<file path="src/sv/assert_macros.svh">
// Assertion macros shared by the RTL that carries checks.
// Expects clk and rst_n in scope where a macro is used.
`ifndef ASSERT_MACROS_SVH
`define ASSERT_MACROS_SVH

// Check that is off while reset is asserted
`define P_ASSERT(lbl, prop, msg) \
  lbl: assert property (@(posedge clk) disable iff (!rst_n) prop) else $error(msg);

// Check that also holds during reset
`define P_ASSERT_ALWAYS(lbl, prop, msg) \
  lbl: assert property (@(posedge clk) prop) else $error(msg);

`endif

</file>
<file path="src/sv/p1305_pkg.sv">
// Shared types and constants for the Poly1305 MAC unit.
// No dependencies; used by front, queue, core and top level.
package p1305_pkg;

  localparam int BLOCK_BYTES = 16;
  localparam int BLOCK_BITS  = BLOCK_BYTES * 8;

  // Input opcodes
  localparam logic [1:0] OP_ABSORB = 2'd0;
  localparam logic [1:0] OP_PAD    = 2'd1;
  localparam logic [1:0] OP_FINISH = 2'd2;

  // Configuration register indexes
  localparam logic [1:0] CFG_R_LOW  = 2'd0;
  localparam logic [1:0] CFG_R_HIGH = 2'd1;
  localparam logic [1:0] CFG_S_LOW  = 2'd2;
  localparam logic [1:0] CFG_S_HIGH = 2'd3;

  // Key clamp for r
  localparam logic [127:0] R_CLAMP = 128'h0ffffffc0ffffffc0ffffffc0fffffff;

  // Work handed from front to core
  typedef struct packed {
    logic                  is_fin;   // emit tag after any block
    logic                  has_blk;  // fold blk into accumulator
    logic                  hibit;    // add 2^128 with the block
    logic [BLOCK_BITS-1:0] blk;
  } job_t;

endpackage

</file>
<file path="src/sv/p1305_queue.sv">
// Small job queue between front end and core.
// Depends on p1305_pkg.
module p1305_queue #(
  parameter int DEPTH = 2
) (
  input  logic            clk,
  input  logic            rst_n,
  input  logic            push,
  input  p1305_pkg::job_t push_job,
  input  logic            pop,
  output p1305_pkg::job_t head_job,
  output logic            full,
  output logic            empty,
  output logic [$clog2(DEPTH+1)-1:0] level
);

  localparam int PW = $clog2(DEPTH);
  localparam int CW = $clog2(DEPTH + 1);

  p1305_pkg::job_t mem [DEPTH];
  logic [PW-1:0] wp_r, wp_nxt, rp_r, rp_nxt;
  logic [CW-1:0] cnt_r, cnt_nxt;

  assign full     = (cnt_r == CW'(DEPTH));
  assign empty    = (cnt_r == '0);
  assign level    = cnt_r;
  assign head_job = mem[rp_r];

  // Pointer and count update
  always_comb begin
    wp_nxt  = wp_r;
    rp_nxt  = rp_r;
    cnt_nxt = cnt_r;
    if (push) begin
      wp_nxt = (wp_r == PW'(DEPTH - 1)) ? '0 : wp_r + 1'b1;
    end
    if (pop) begin
      rp_nxt = (rp_r == PW'(DEPTH - 1)) ? '0 : rp_r + 1'b1;
    end
    if (push && !pop) begin
      cnt_nxt = cnt_r + 1'b1;
    end else if (pop && !push) begin
      cnt_nxt = cnt_r - 1'b1;
    end
  end

  always_ff @(posedge clk) begin
    if (push) begin
      mem[wp_r] <= push_job;
    end
  end

  always_ff @(posedge clk) begin
    if (!rst_n) begin
      wp_r  <= '0;
      rp_r  <= '0;
      cnt_r <= '0;
    end else begin
      wp_r  <= wp_nxt;
      rp_r  <= rp_nxt;
      cnt_r <= cnt_nxt;
    end
  end

endmodule

</file>
<file path="config.mk">
export PLATFORM = sky130hd
export DESIGN_NAME = p1305_queue
export DESIGN_NICKNAME = d
export VERILOG_FILES = /design/src/sv/assert_macros.svh /design/src/sv/p1305_pkg.sv /design/src/sv/p1305_queue.sv
export SDC_FILE = /design/constraint.sdc
export NUM_CORES = 1
export LEC_CHECK = 0
export ABC_CLOCK_PERIOD_IN_PS = 8790
export BUFFER_PORTS_ARGS = -buffer_cell sky130_fd_sc_hd__buf_4
export CAP_MARGIN = 30
export CORE_AREA = 2 2 222 159
export CTS_CLUSTER_DIAMETER = 80
export DETAILED_ROUTE_END_ITERATION = 12
export DIE_AREA = 0 0 224 161
export PLACE_DENSITY = 0.51
export SYNTH_ARGS = -nofsm -noshare
export SYNTH_HDL_FRONTEND = slang
export SYNTH_SLANG_ARGS = --single-unit
</file>
<file path="constraint.sdc">
create_clock -name clk -period 8.79 [get_ports clk]
set_input_delay 0.879 -clock clk [delete_from_list [all_inputs] [get_ports clk]]
set_output_delay 0.879 -clock clk [all_outputs]
set_load 0.05 [all_outputs]
</file>
==> reports/summary.md, run 1 <==
The critical path goes through buf_4 -> mux2_2 -> buf_4. Worst-margin pin slew: 0.6794 ns. After synthesis, flip-flops and latches occupy 79.31% of the total area. The clock sink total is 267, and the height of the chip is 161 um. At the later pin of the worst-skew pair, clock insertion delay measures 0.54 ns. Cells with a size suffix above 1 make up 59.62% of the layout. In the detailed route, the total length drawn on met2 is 9951 um. The maximum VDD drop was 0.1257 mV. STA classifies the critical path startpoint as a flop.

The mean number of vias per cell is 4.128. The post-CTS setup buffer count was 0. The run finished with clean final reports. The min-delay analysis places its worst path in the category in2reg. Number of port buffers: 269. Of all nets on the critical path, the largest fanout is 37. The initial antenna violation count is 0. The post-layout utilization of the core is 39.41%, and the number of hold buffers added after CTS is 0. Data on the critical path arrives at its endpoint at 2.63 ns. The tools report the number of antenna cells inserted as 0. The number of stages on the worst hold path works out to 1. Summed over all cells, the static leakage comes to 5.140 nW. In the synthesized netlist the async set-or-reset flop fraction comes to 0%. STA puts the critical path data required time at 7.91 ns. The slowest stage of the critical path belongs to the cell sky130_fd_sc_hd__dfxtp_4. Setup violations remaining at the end of the flow were counted as 0. Hold violation total from the final report: 0. By instance count, the cell type seen most on the critical path is sky130_fd_sc_hd__buf_4. The tree is rooted in a sky130_fd_sc_hd__clkbuf_16. The logs give 1185 for the number of standard cells in the final layout excluding fillers and 284.9 MHz for the fmax. In this run the top signal layer used is met4.

The design draws 3.142 mW. After synthesis, the mean cell area works out to 23.36 sq um. After detailed routing, the wire length on met1 is 8232 um. Power spread over the standard cell area amounts to 234.4 mW/mm^2.

The finished cells cover 0.01341 sq mm. The critical path in this run is classified as reg2out. The die outline area is 0.03606 sq mm, and the worst reg-to-reg setup slack is 6.76 ns.

The count of nets left with antenna violations once routing finished came out at 0. The cell row count came out at 57. In the detailed route, the total length drawn on met3 is 1746 um. The max-cap check violation count was 0; the worst clock skew was 0.008342 ns.

The routed design could run at a clock period as short as 3.510 ns. After clock tree synthesis, the clock-pin slew on the worst setup and hold paths is 0.06 ns. For this run, design rule violations remaining after detail routing come to 0.

OpenSTA, run right after detailed placement, puts the worst setup slack at 5.550 ns. Number of global-route vias before repair: 5117. The initial utilization of the core area, before any placement, comes to 29.53%.

The logs give 0 for the max-slew violation count and 60 for the largest net degree at the start of global routing. In the global route stage, overall resource usage came out at 10.79%. The distinct cell type count after synthesis is 19, and the depth of the worst register-to-register path is 3.

Once placement finished, the instance area stood at 0.01254 sq mm. For this run, the detailed router's first-pass iteration total came to 4. Summed over all layers, the global routing overflow is 0.

For the number of filler instances in the final layout, the log shows 3115. Setup repair after global routing left no endpoint under its margin. Summing every instance area after synthesis gives 0.01005 sq mm. The number of synthesized flops with an enable pin came out at 262. After detailed routing, the total wire length is 20360 um. The HPWL after detailed placement is 13950 um. The synthesized design contains 267 register bits. The weighted congestion reported at the end of routability-driven placement came out at 0.6991. In the synthesized netlist the dominant register cell turns out to be sky130_fd_sc_hd__edfxtp_1. In this run, CTS created clock tree buffers numbering 28. The tools report the total number of yosys warnings as 0. The tools report the endpoint kind of the worst setup timing path as an output port. In the finished design, the share of the clock period the worst path needs comes to 39.93%. After the first detailed-routing iteration, the DRC count stood at 172. In the final timing run, aggregate negative setup slack is 0 ns.

The maximum count of clock buffers along a single path is 3. TritonCTS built the clock tree. The total area inside the core boundary comes to 0.03402 sq mm. The signed area change from the synthesized netlist to the final layout works out to 33.44%. For the number of gates given a new drive strength after cts, the log shows 0.

Synthesis produced a netlist whose cell count is 430. The layout net count was 858; the first-pass GRT wire length was 29840 um. In the final routed layout, each cell accounts on average for 17.18 um. The number of primary I/O pins was 270; the number of placed instances, taps included was 1133. The delay of the slowest critical-path stage is 0.76 ns, and the die extent in x is 224 um.

The tightest hold path in the finished design has a slack of 0.5213 ns. For the worst-case headroom to the max-slew limit, the log shows 54.71%. For the post-layout worst setup margin, the log shows 5.280 ns. The vias after detailed routing is 4892, and the maximum level of the CTS H-tree is 1.

The number of nets handed over by synthesis was 566.
==> routing by layer <==
metal	global-route usage, %	vias up
met1	13.28	2402
met5	0	-
met4	2.667	0
li1	-	2286
met3	4.220	36
met2	17.86	168
==> layout make-up <==
| type | count | area [sq um] | share of cell area, % |
|---|---|---|---|
| Tap cell | 442 | 553.0 | 4.125 |
| Multi-Input combinational cell | 147 | 1937 | 14.45 |
| Timing Repair Buffer | 277 | 2100 | 15.66 |
| Sequential cell | 267 | 7971 | 59.46 |
| Clock buffer | 35 | 748.2 | 5.581 |
| Inverter | 1 | 3.754 | 0.02800 |
| Clock inverter | 16 | 92.59 | 0.6907 |
==> cells in the final DEF, fill, tap and decap left out <==
| master | n |
|---|---|
| sky130_fd_sc_hd__buf_4 | 276 |
| sky130_fd_sc_hd__edfxtp_1 | 262 |
| sky130_fd_sc_hd__mux2_4 | 90 |
| sky130_fd_sc_hd__mux2_2 | 41 |
| sky130_fd_sc_hd__clkbuf_16 | 29 |
| sky130_fd_sc_hd__clkinv_1 | 13 |
| sky130_fd_sc_hd__clkbuf_1 | 6 |
| sky130_fd_sc_hd__dfxtp_1 | 4 |
| sky130_fd_sc_hd__and2_1 | 3 |
| sky130_fd_sc_hd__xor2_1 | 2 |
| sky130_fd_sc_hd__nor2_1 | 1 |
| sky130_fd_sc_hd__inv_1 | 1 |
| sky130_fd_sc_hd__and2b_1 | 1 |
| sky130_fd_sc_hd__and2_4 | 1 |
| sky130_fd_sc_hd__nor2b_4 | 1 |
| sky130_fd_sc_hd__xnor2_1 | 1 |
| sky130_fd_sc_hd__nor2b_1 | 1 |
| sky130_fd_sc_hd__o21a_1 | 1 |
| sky130_fd_sc_hd__o21ai_0 | 1 |
| sky130_fd_sc_hd__or3_1 | 1 |
| sky130_fd_sc_hd__a21boi_0 | 1 |
| sky130_fd_sc_hd__ha_1 | 1 |
| sky130_fd_sc_hd__dfxtp_4 | 1 |
| sky130_fd_sc_hd__clkinv_2 | 1 |
| sky130_fd_sc_hd__clkinv_4 | 1 |
| sky130_fd_sc_hd__bufinv_16 | 1 |
| sky130_fd_sc_hd__buf_16 | 1 |
==> worst paths after layout <==
| kind | endpoint | from |
|---|---|---|
| worst max-delay path | head_job[17] | flop |
| worst min-delay path | mem[0][77]$_DFFE_PP_ | push_job[77] |
| worst max register to register | mem[0][15]$_DFFE_PP_ | wp_r$_SDFFE_PN0P_ |
| worst min register to register | rp_r$_SDFFE_PN0P_ | rp_r$_SDFFE_PN0P_ |
==> sequential cells by signal (all words and copies together), names as in the netlist, named ones only <==
name   cells
mem      262
level      2
rp_r       1
wp_r       1
==> cells by family (layout without fill, tap and decap cells) <==
kind of cell | after synthesis | in the layout | share of synthesized area (%)
adder cells (fa/ha/maj) | 1 | 1 | 0.1245
buffers and inverters | 16 | 329 | 1.507
AND/OR/NAND/NOR | 9 | 9 | 0.5480
flip-flops | 267 | 267 | 79.31
XOR/XNOR | 3 | 3 | 0.2616
multiplexers | 131 | 131 | 18.05
AO/OA/AOI/OAI | 3 | 3 | 0.1993
==> power breakdown <==
group          switching (mW)  total [mW]  internal, mW
combinational           0.350       0.565         0.215
sequential             0.0261        1.50          1.47
clock                   0.453        1.08         0.625
==> Yosys cell counts (all sizes together), types with 2 or more instances <==
master / instances / share of area, %
edfxtp: 262 / 78
nor2b: 2 / 0.12
and2: 4 / 0.25
dfxtp: 5 / 1.0
mux2: 131 / 18
buf: 15 / 1.5
xor2: 2 / 0.17
==> critical path, delay by kind of cell (launching register included) <==
kind,cells,cell delay (ns)
buffers and inverters,2,0.85
DFF,1,0.76
muxes,1,0.42
Note: power is estimated with default switching activity, not from simulation.
==> run 2: changes to the inputs <==
Settings changed: ABC_CLOCK_PERIOD_IN_PS 8790 to 3300.
Clock period 8.79 ns to 3.3 ns, I/O delays scaled along.
==> run 2 against run 1 <==
Against the previous run:
- sequential power grew to 2.7 times the previous value
- highest routed layer unchanged
- die area did not move
- non-clock buffer count grew 137
- global-route usage increased by 0.97 points
- count of clock-buffer cells in the layout grew 3
- via count up 12%
- cell area is 11% higher
- sequential share of layout area fell by 5.9 points
- total power increased to 2.8 times the previous value
- critical endpoint is now head_job[19]
==> reports/summary.md, run 2 (synthesis gave the netlist of run 1 again) <==
The run finished with clean final reports. The maximum VDD drop came out at 0.4242 mV (+240%). Number of port buffers: 269 (unchanged). The number of setup violations in the final report came out at 0 (unchanged). The logs give 33200 um (+11%) for the first-pass GRT wire length and 0.01263 sq mm (+0.76%) for the cell area after placement. The worst register-to-register path ends at mem[1][44]$_DFFE_PP_. The placeable core region is 0.03402 sq mm (unchanged). The tools report the origin of the critical flop-to-flop path as wp_r$_SDFFE_PN0P_. Setup repair after global routing left no endpoint under its margin.

The tools report the leakage dissipation as 5.773 nW (+12%). The worst-case headroom to the max-slew limit is 52.82% (-1.9 points), and the signed area change from the synthesized netlist to the final layout is 48.25%. The slowest stage cell on the critical path was sky130_fd_sc_hd__dfxtp_4. In the layout the commonest cells are sky130_fd_sc_hd__buf_4, sky130_fd_sc_hd__edfxtp_1, sky130_fd_sc_hd__dlygate4sd3_1. The sequential cell area came out at 0.007971 sq mm (unchanged). For the post-detailed-placement half-perimeter wirelength, the log shows 14260 um (+2.2%). The startpoint identified for the worst hold timing path is pop. The clock insertion delay at the later pin of the skew report is 0.54 ns (about the same). The vias after detailed routing is 5477 (+12%), and the post-placement setup slack is 1.233 ns (-4.317 ns). The run gives 222 (+29%) as the number of violations reported at the end of detailed-routing iteration 0. The number of gates given a new drive strength after cts is 0 (unchanged), and the detailed-routed wire length on met2 is 10800 um (+8.6%). The run gives 28 (unchanged) as the total CTS buffers.

The detailed-routed wire length on met3 was 1448 um (-17%); the number of antenna cells inserted was 0 (unchanged). The worst setup path is captured at an output port. The run gives 0.1173 ns (-0.4040 ns) as the final-layout worst hold slack. Highest layer used for signal routing: met4. The dominant cell type by count on the critical path is sky130_fd_sc_hd__buf_4. The buffer and inverter count on the worst path came out at 2 (unchanged). The initial antenna violation count was 0 (unchanged). The leading cell type in the layout, fill and taps excluded was sky130_fd_sc_hd__buf_4.

The logs give 43.78% (+4.4 points) for the post-layout utilization of the core and 0.7199 ns (-4.560 ns) for the post-layout worst setup margin. The number of stages on the worst hold path came out at 3 (+2). The number of filler instances in the final layout is 2968 (-4.7%). The max-slew violation count was 0 (unchanged); the detailed-route wire length was 21870 um (+7.5%).

The die outline area is 0.03606 sq mm (unchanged), and the die extent in x is 224 um (unchanged). Effective utilization at floorplan: 29.53% (unchanged). The tools report the clock sink total as 267 (unchanged). The sum of internal, switching and leakage power was 8.843 mW (+180%). The tree is rooted in a sky130_fd_sc_hd__clkbuf_16. The number of placed instances, taps included was 1139 (+0.53%).

The required time at the worst-slack endpoint was 2.97 ns (-4.94 ns); the arrival time reported for the critical path endpoint was 2.25 ns (-0.38 ns). The max-cap check violation count is 0 (unchanged). The height of the chip was 161 um (unchanged). The class of the most critical hold timing path was in2reg. The fmax is 387.6 MHz. The delay of the slowest critical-path stage is 0.76 ns (about the same).

TritonCTS built the clock tree. The fraction of final layout cells sized beyond drive strength 1 is 51.65% (-8.0 points). Walking the worst path, the cells encountered are buf_4 -> mux2_2 -> buf_4.

The worst reg-to-reg setup slack came out at 1.46 ns (-5.30 ns). The register ranked first by flip-flop count is mem. The final critical path takes up 78.18% of the cycle.

Number of standard cells in the final layout excluding fillers: 1323 (+12%). The maximum count of clock buffers along a single path is 3 (unchanged). The post-CTS setup buffer count came out at 0 (unchanged).

Power per cell area: 593.8 mW/mm^2 (+150%). The weighted congestion reported at the end of routability-driven placement is 0.7019 (+0.40%), and the number of global-route vias before repair is 6036 (+18%). Startpoint class of the critical path: a flop. The average wire length per cell after detail routing is 16.53 um (-3.8%), and the number of hold buffers added after CTS is 132 (+132). The hold violation total from the final report was 0 (unchanged). The number of DRC violations after detailed routing was 0 (unchanged); the count of nets left with antenna violations after detail routing was 0 (unchanged).

The critical path is of the reg2out type. The number of flip-flops under the largest register name came out at 262 (unchanged). The cell type group with the largest total delay on the critical path is flip-flops. The worst-margin pin slew is 0.7077 ns (+0.02834 ns), and the area of combinational cells with multiple inputs is 0.001937 sq mm (unchanged). The tools report the met1 wire length as 9153 um (+11%). The cell area after layout is 0.01489 sq mm (+11%), and the maximum level of the CTS H-tree is 1 (unchanged). For the finished layout, the period the worst path requires is 2.580 ns. The logs give 0 ns (unchanged) for the final total negative setup slack and 4 (unchanged) for the count of TritonRoute iterations in the first routing pass. The number of primary I/O pins was 270 (unchanged); the global-route congestion overflow total was 0 (unchanged). Register clock-pin slew on the reported worst setup and hold paths: 0.06 ns (about the same). The maximum fanout encountered on the critical timing path is 37 (unchanged), and the global-route total usage across every layer is 11.76% (+0.97 points). The depth of the worst register-to-register path works out to 2 (-1). The worst clock skew was 0.009880 ns (+0.001538 ns); the mean number of vias per cell was 4.140 (+0.28%). The largest net degree at the start of global routing was 90 (+50%). The logs give 57 (unchanged) for the cell row count and 995 (+16%) for the layout net count.
run 2: cell count changes in the layout (fill, tap and decap cells not counted), moves of 2 or more:
cell,previous run,this run
sky130_fd_sc_hd__buf_12,0,4
sky130_fd_sc_hd__clkinv_2,1,3
sky130_fd_sc_hd__clkinv_1,13,5
sky130_fd_sc_hd__clkbuf_1,6,8
sky130_fd_sc_hd__buf_4,276,278
sky130_fd_sc_hd__bufinv_16,1,4
sky130_fd_sc_hd__dlygate4sd3_1,0,132
run 2: area by class of cell:
cell class                 instances  share of cell area [%]
multi-input combinational        147                   13.01
tap                              442                   3.713
timing repair buffer             414                   23.42
clock buffer                      38                   5.167
clock inverter                    14                   1.143
sequential                       267                   53.52
inverter                           1                 0.02520
run 2: layer usage:
metal	vias up	GRT usage, %
met5	-	0
met4	0	3.121
met1	2701	14.22
li1	2570	-
met2	167	20.43
met3	39	3.620
run 2: worst register-to-register path: cells and delay by family, from the launching register on:
kind	cells	cell delay, ns
AND/OR/NAND/NOR	1	0.64
flip-flops	1	0.39
buffers and inverters	1	0.47
run 2: worst max-delay path by stage:
| stage | start | endpoint | slack (ns) | cells past startpoint |
|---|---|---|---|---|
| floorplan | push | mem[0][0]$_DFFE_PP_ | 0.56 | 1 |
| global placement | flop | head_job[19] | 1.26 | 3 |
| detailed placement | flop | head_job[19] | 1.23 | 3 |
| CTS | flop | head_job[19] | 0.61 | 3 |
| global route | flop | head_job[17] | 0.56 | 3 |
| finish | flop | head_job[19] | 0.72 | 3 |
run 2: power by group:
| group | total, mW | internal (mW) | switching (mW) |
|---|---|---|---|
| combinational | 1.66 | 0.686 | 0.979 |
| clock | 3.19 | 1.94 | 1.25 |
| sequential | 3.99 | 3.92 | 0.0667 |
==> run 3: changes to the inputs <==
Settings changed: ABC_CLOCK_PERIOD_IN_PS 3300 to 2380.
Clock period 3.3 ns to 2.38 ns, I/O delays scaled along.
==> run 3 against run 2 <==
Against the previous run:
- worst hold slack worse by 0.069 ns
- global-route usage is essentially flat
- die area stayed put
- largest cell class unchanged
- critical path type unchanged
- sequential power is 38% higher
- register-to-register slack worse by 0.46 ns
==> reports/summary.md, run 3 (synthesis gave the netlist of run 1 again) <==
The max-cap check violation count was 0 (unchanged); the die outline area was 0.03606 sq mm (unchanged). The number of port buffers came out at 269 (unchanged). The flow ran to the end, and the final reports show no timing, DRC or antenna violations. The register clock-pin slew on the reported worst setup and hold paths is 0.06 ns (about the same), and the worst-margin pin slew is 0.6101 ns (-0.09766 ns). For the post-CTS setup buffer count, the log shows 0 (unchanged). The number of primary I/O pins is 270 (unchanged), and the number of violations reported at the end of detailed-routing iteration 0 is 194 (-13%).

For the first-pass GRT wire length, the log shows 32970 um (-0.68%). Leaving out fill and tap cells, the most frequent cell in the layout is sky130_fd_sc_hd__buf_4. Counting flops per register, the top entry is mem. The run gives 0 (unchanged) as the max-slew violation count. For the layout net count, the log shows 989 (-0.60%). The die extent in x works out to 224 um (unchanged). The root buffer cell chosen for the clock tree is sky130_fd_sc_hd__clkbuf_16. The required time at the worst-slack endpoint is 2.14 ns (-0.83 ns).

Based on the critical path, the design can be clocked at up to 464.7 MHz. The tools report the post-detailed-placement half-perimeter wirelength as 14240 um (-0.18%). For the effective utilization at floorplan, the log shows 29.53% (unchanged). Leaving out fill and tap cells, the most frequent cells in the layout are sky130_fd_sc_hd__buf_4, sky130_fd_sc_hd__edfxtp_1, sky130_fd_sc_hd__dlygate4sd3_1. The clock sink total was 267 (unchanged). The initial antenna violation count was 1 (+1). The arrival time reported for the critical path endpoint was 1.91 ns (-0.34 ns); the largest net degree at the start of global routing was 100 (+11%). The mean number of vias per cell is 4.104 (-0.86%). The run gives 0.4601 mV (+8.5%) as the maximum VDD drop. The maximum level of the CTS H-tree was 1 (unchanged); the number of flip-flops under the largest register name was 262 (unchanged). The placeable core region is 0.03402 sq mm (unchanged), and the detailed-route wire length is 21940 um (+0.32%).

The cell area after layout was 0.01488 sq mm (about the same); the count of TritonRoute iterations in the first routing pass was 4 (unchanged). Number of setup violations in the final report: 0 (unchanged). The logs give 0.01260 sq mm (-0.25%) for the cell area after placement and 0.01270 ns (+0.002820 ns) for the worst clock skew. Fraction of final layout cells sized beyond drive strength 1: 52.23% (+0.58 points). The logs give 0 (unchanged) for the hold violation total from the final report and 5887 (-2.5%) for the number of global-route vias before repair. The tools report the number of DRC violations after detailed routing as 0 (unchanged). The worst hold path belongs to the class in2reg.

The power per cell area came out at 824.1 mW/mm^2 (+39%). The total CTS buffers is 28 (unchanged). The startpoint class of the critical path was a flop. The worst reg-to-reg setup slack was 1.00 ns (-0.46 ns). TritonCTS built the clock tree. STA classifies the critical path endpoint as an output port. The signed area change from the synthesized netlist to the final layout was 48.13% (about the same).

The depth of the worst register-to-register path was 2 (unchanged). The global-route total usage across every layer is 11.79% (+0.028 points), and the count of nets left with antenna violations after detail routing is 0 (unchanged). The global-route congestion overflow total is 0 (unchanged). The average wire length per cell after detail routing works out to 16.66 um (+0.78%). Setup repair after global routing left no endpoint under its margin.

For the leakage dissipation, the log shows 5.763 nW (-0.17%). Period utilization: 90.41%. The logs give 5405 (-1.3%) for the vias after detailed routing and 0.54 ns (about the same) for the clock insertion delay at the later pin of the skew report.

The cell row count was 57 (unchanged). The height of the chip is 161 um (unchanged). The number of stages on the worst hold path was 3 (unchanged). By startpoint and endpoint, the worst setup path is classified as reg2out. The maximum count of clock buffers along a single path came out at 3 (unchanged). The number of antenna cells inserted is 0 (unchanged), and the final period demand of the worst path is 2.152 ns. For the final total negative setup slack, the log shows 0 ns (unchanged). The worst-case headroom to the max-slew limit is 59.33% (+6.5 points), and the weighted congestion reported at the end of routability-driven placement is 0.7320 (+4.3%).

Maximum fanout encountered on the critical timing path: 35 (-5.4%).
-- run 3: worst max-delay path, stage by stage (launching register included) --
cell and delay, ns:
sky130_fd_sc_hd__dfxtp_4 0.38, sky130_fd_sc_hd__buf_6 0.41, sky130_fd_sc_hd__mux2_4 0.36, sky130_fd_sc_hd__buf_4 0.19
-- run 3: stage by stage --
step	instances	setup WS (ns)	utilization (%)	total power, mW	hold WS [ns]
2_1_floorplan	430	-0.3110	-	7.088	0.3369
3_3_place_gp	1133	0.7116	37.04	7.739	0.4233
3_5_place_dp	1133	0.6431	37.04	7.773	0.4255
4_1_cts	1317	0.04097	43.73	12.45	0.004622
5_1_grt	1317	0.1431	43.74	12.74	0.02308
6_report	1317	0.2281	43.74	12.26	0.04877
-- run 3: per-layer routing --
metal  wire length [um]  vias to the layer above  track usage [%]
li1                   -                     2553                -
met1               9458                     2643            15.29
met2              10500                      175            19.49
met3               1484                       34            3.384
met4                497                        0            3.030
met5                  0                        -                0
-- run 3: power breakdown --
group | total (mW) | switching, mW | leakage [nW] | internal [mW]
clock network | 4.43 | 1.77 | 0.471 | 2.66
registers | 5.51 | 0.0693 | 2.50 | 5.44
logic | 2.32 | 1.38 | 2.79 | 0.945
-- run 3: what timing repair did --
action / 4_1_cts / 5_1_grt
resized for setup: 0 / 1
endpoints found under the setup margin: 0 / 15
hold buffers: 132 / 0
endpoints found under the hold margin: 266 / 0
-- run 3: cell type report --
cell class,instances,area [sq um]
multi-input cells,147,1937
flip-flops and latches,267,7973
clock buffers,30,729.5
fillers,3005,19140
well taps,442,553.0
repair buffers,408,3460
clock inverters,22,225.2
inverters,1,3.754
-- run 3: worst paths after layout --
path | from | endpoint
setup / recovery | flop | head_job[73]
hold / removal | push | wp_r$_SDFFE_PN0P_
setup reg to reg | wp_r$_SDFFE_PN0P_ | mem[0][51]$_DFFE_PP_
hold reg to reg | level[1]$_SDFFE_PN0P_ | level[1]$_SDFFE_PN0P_
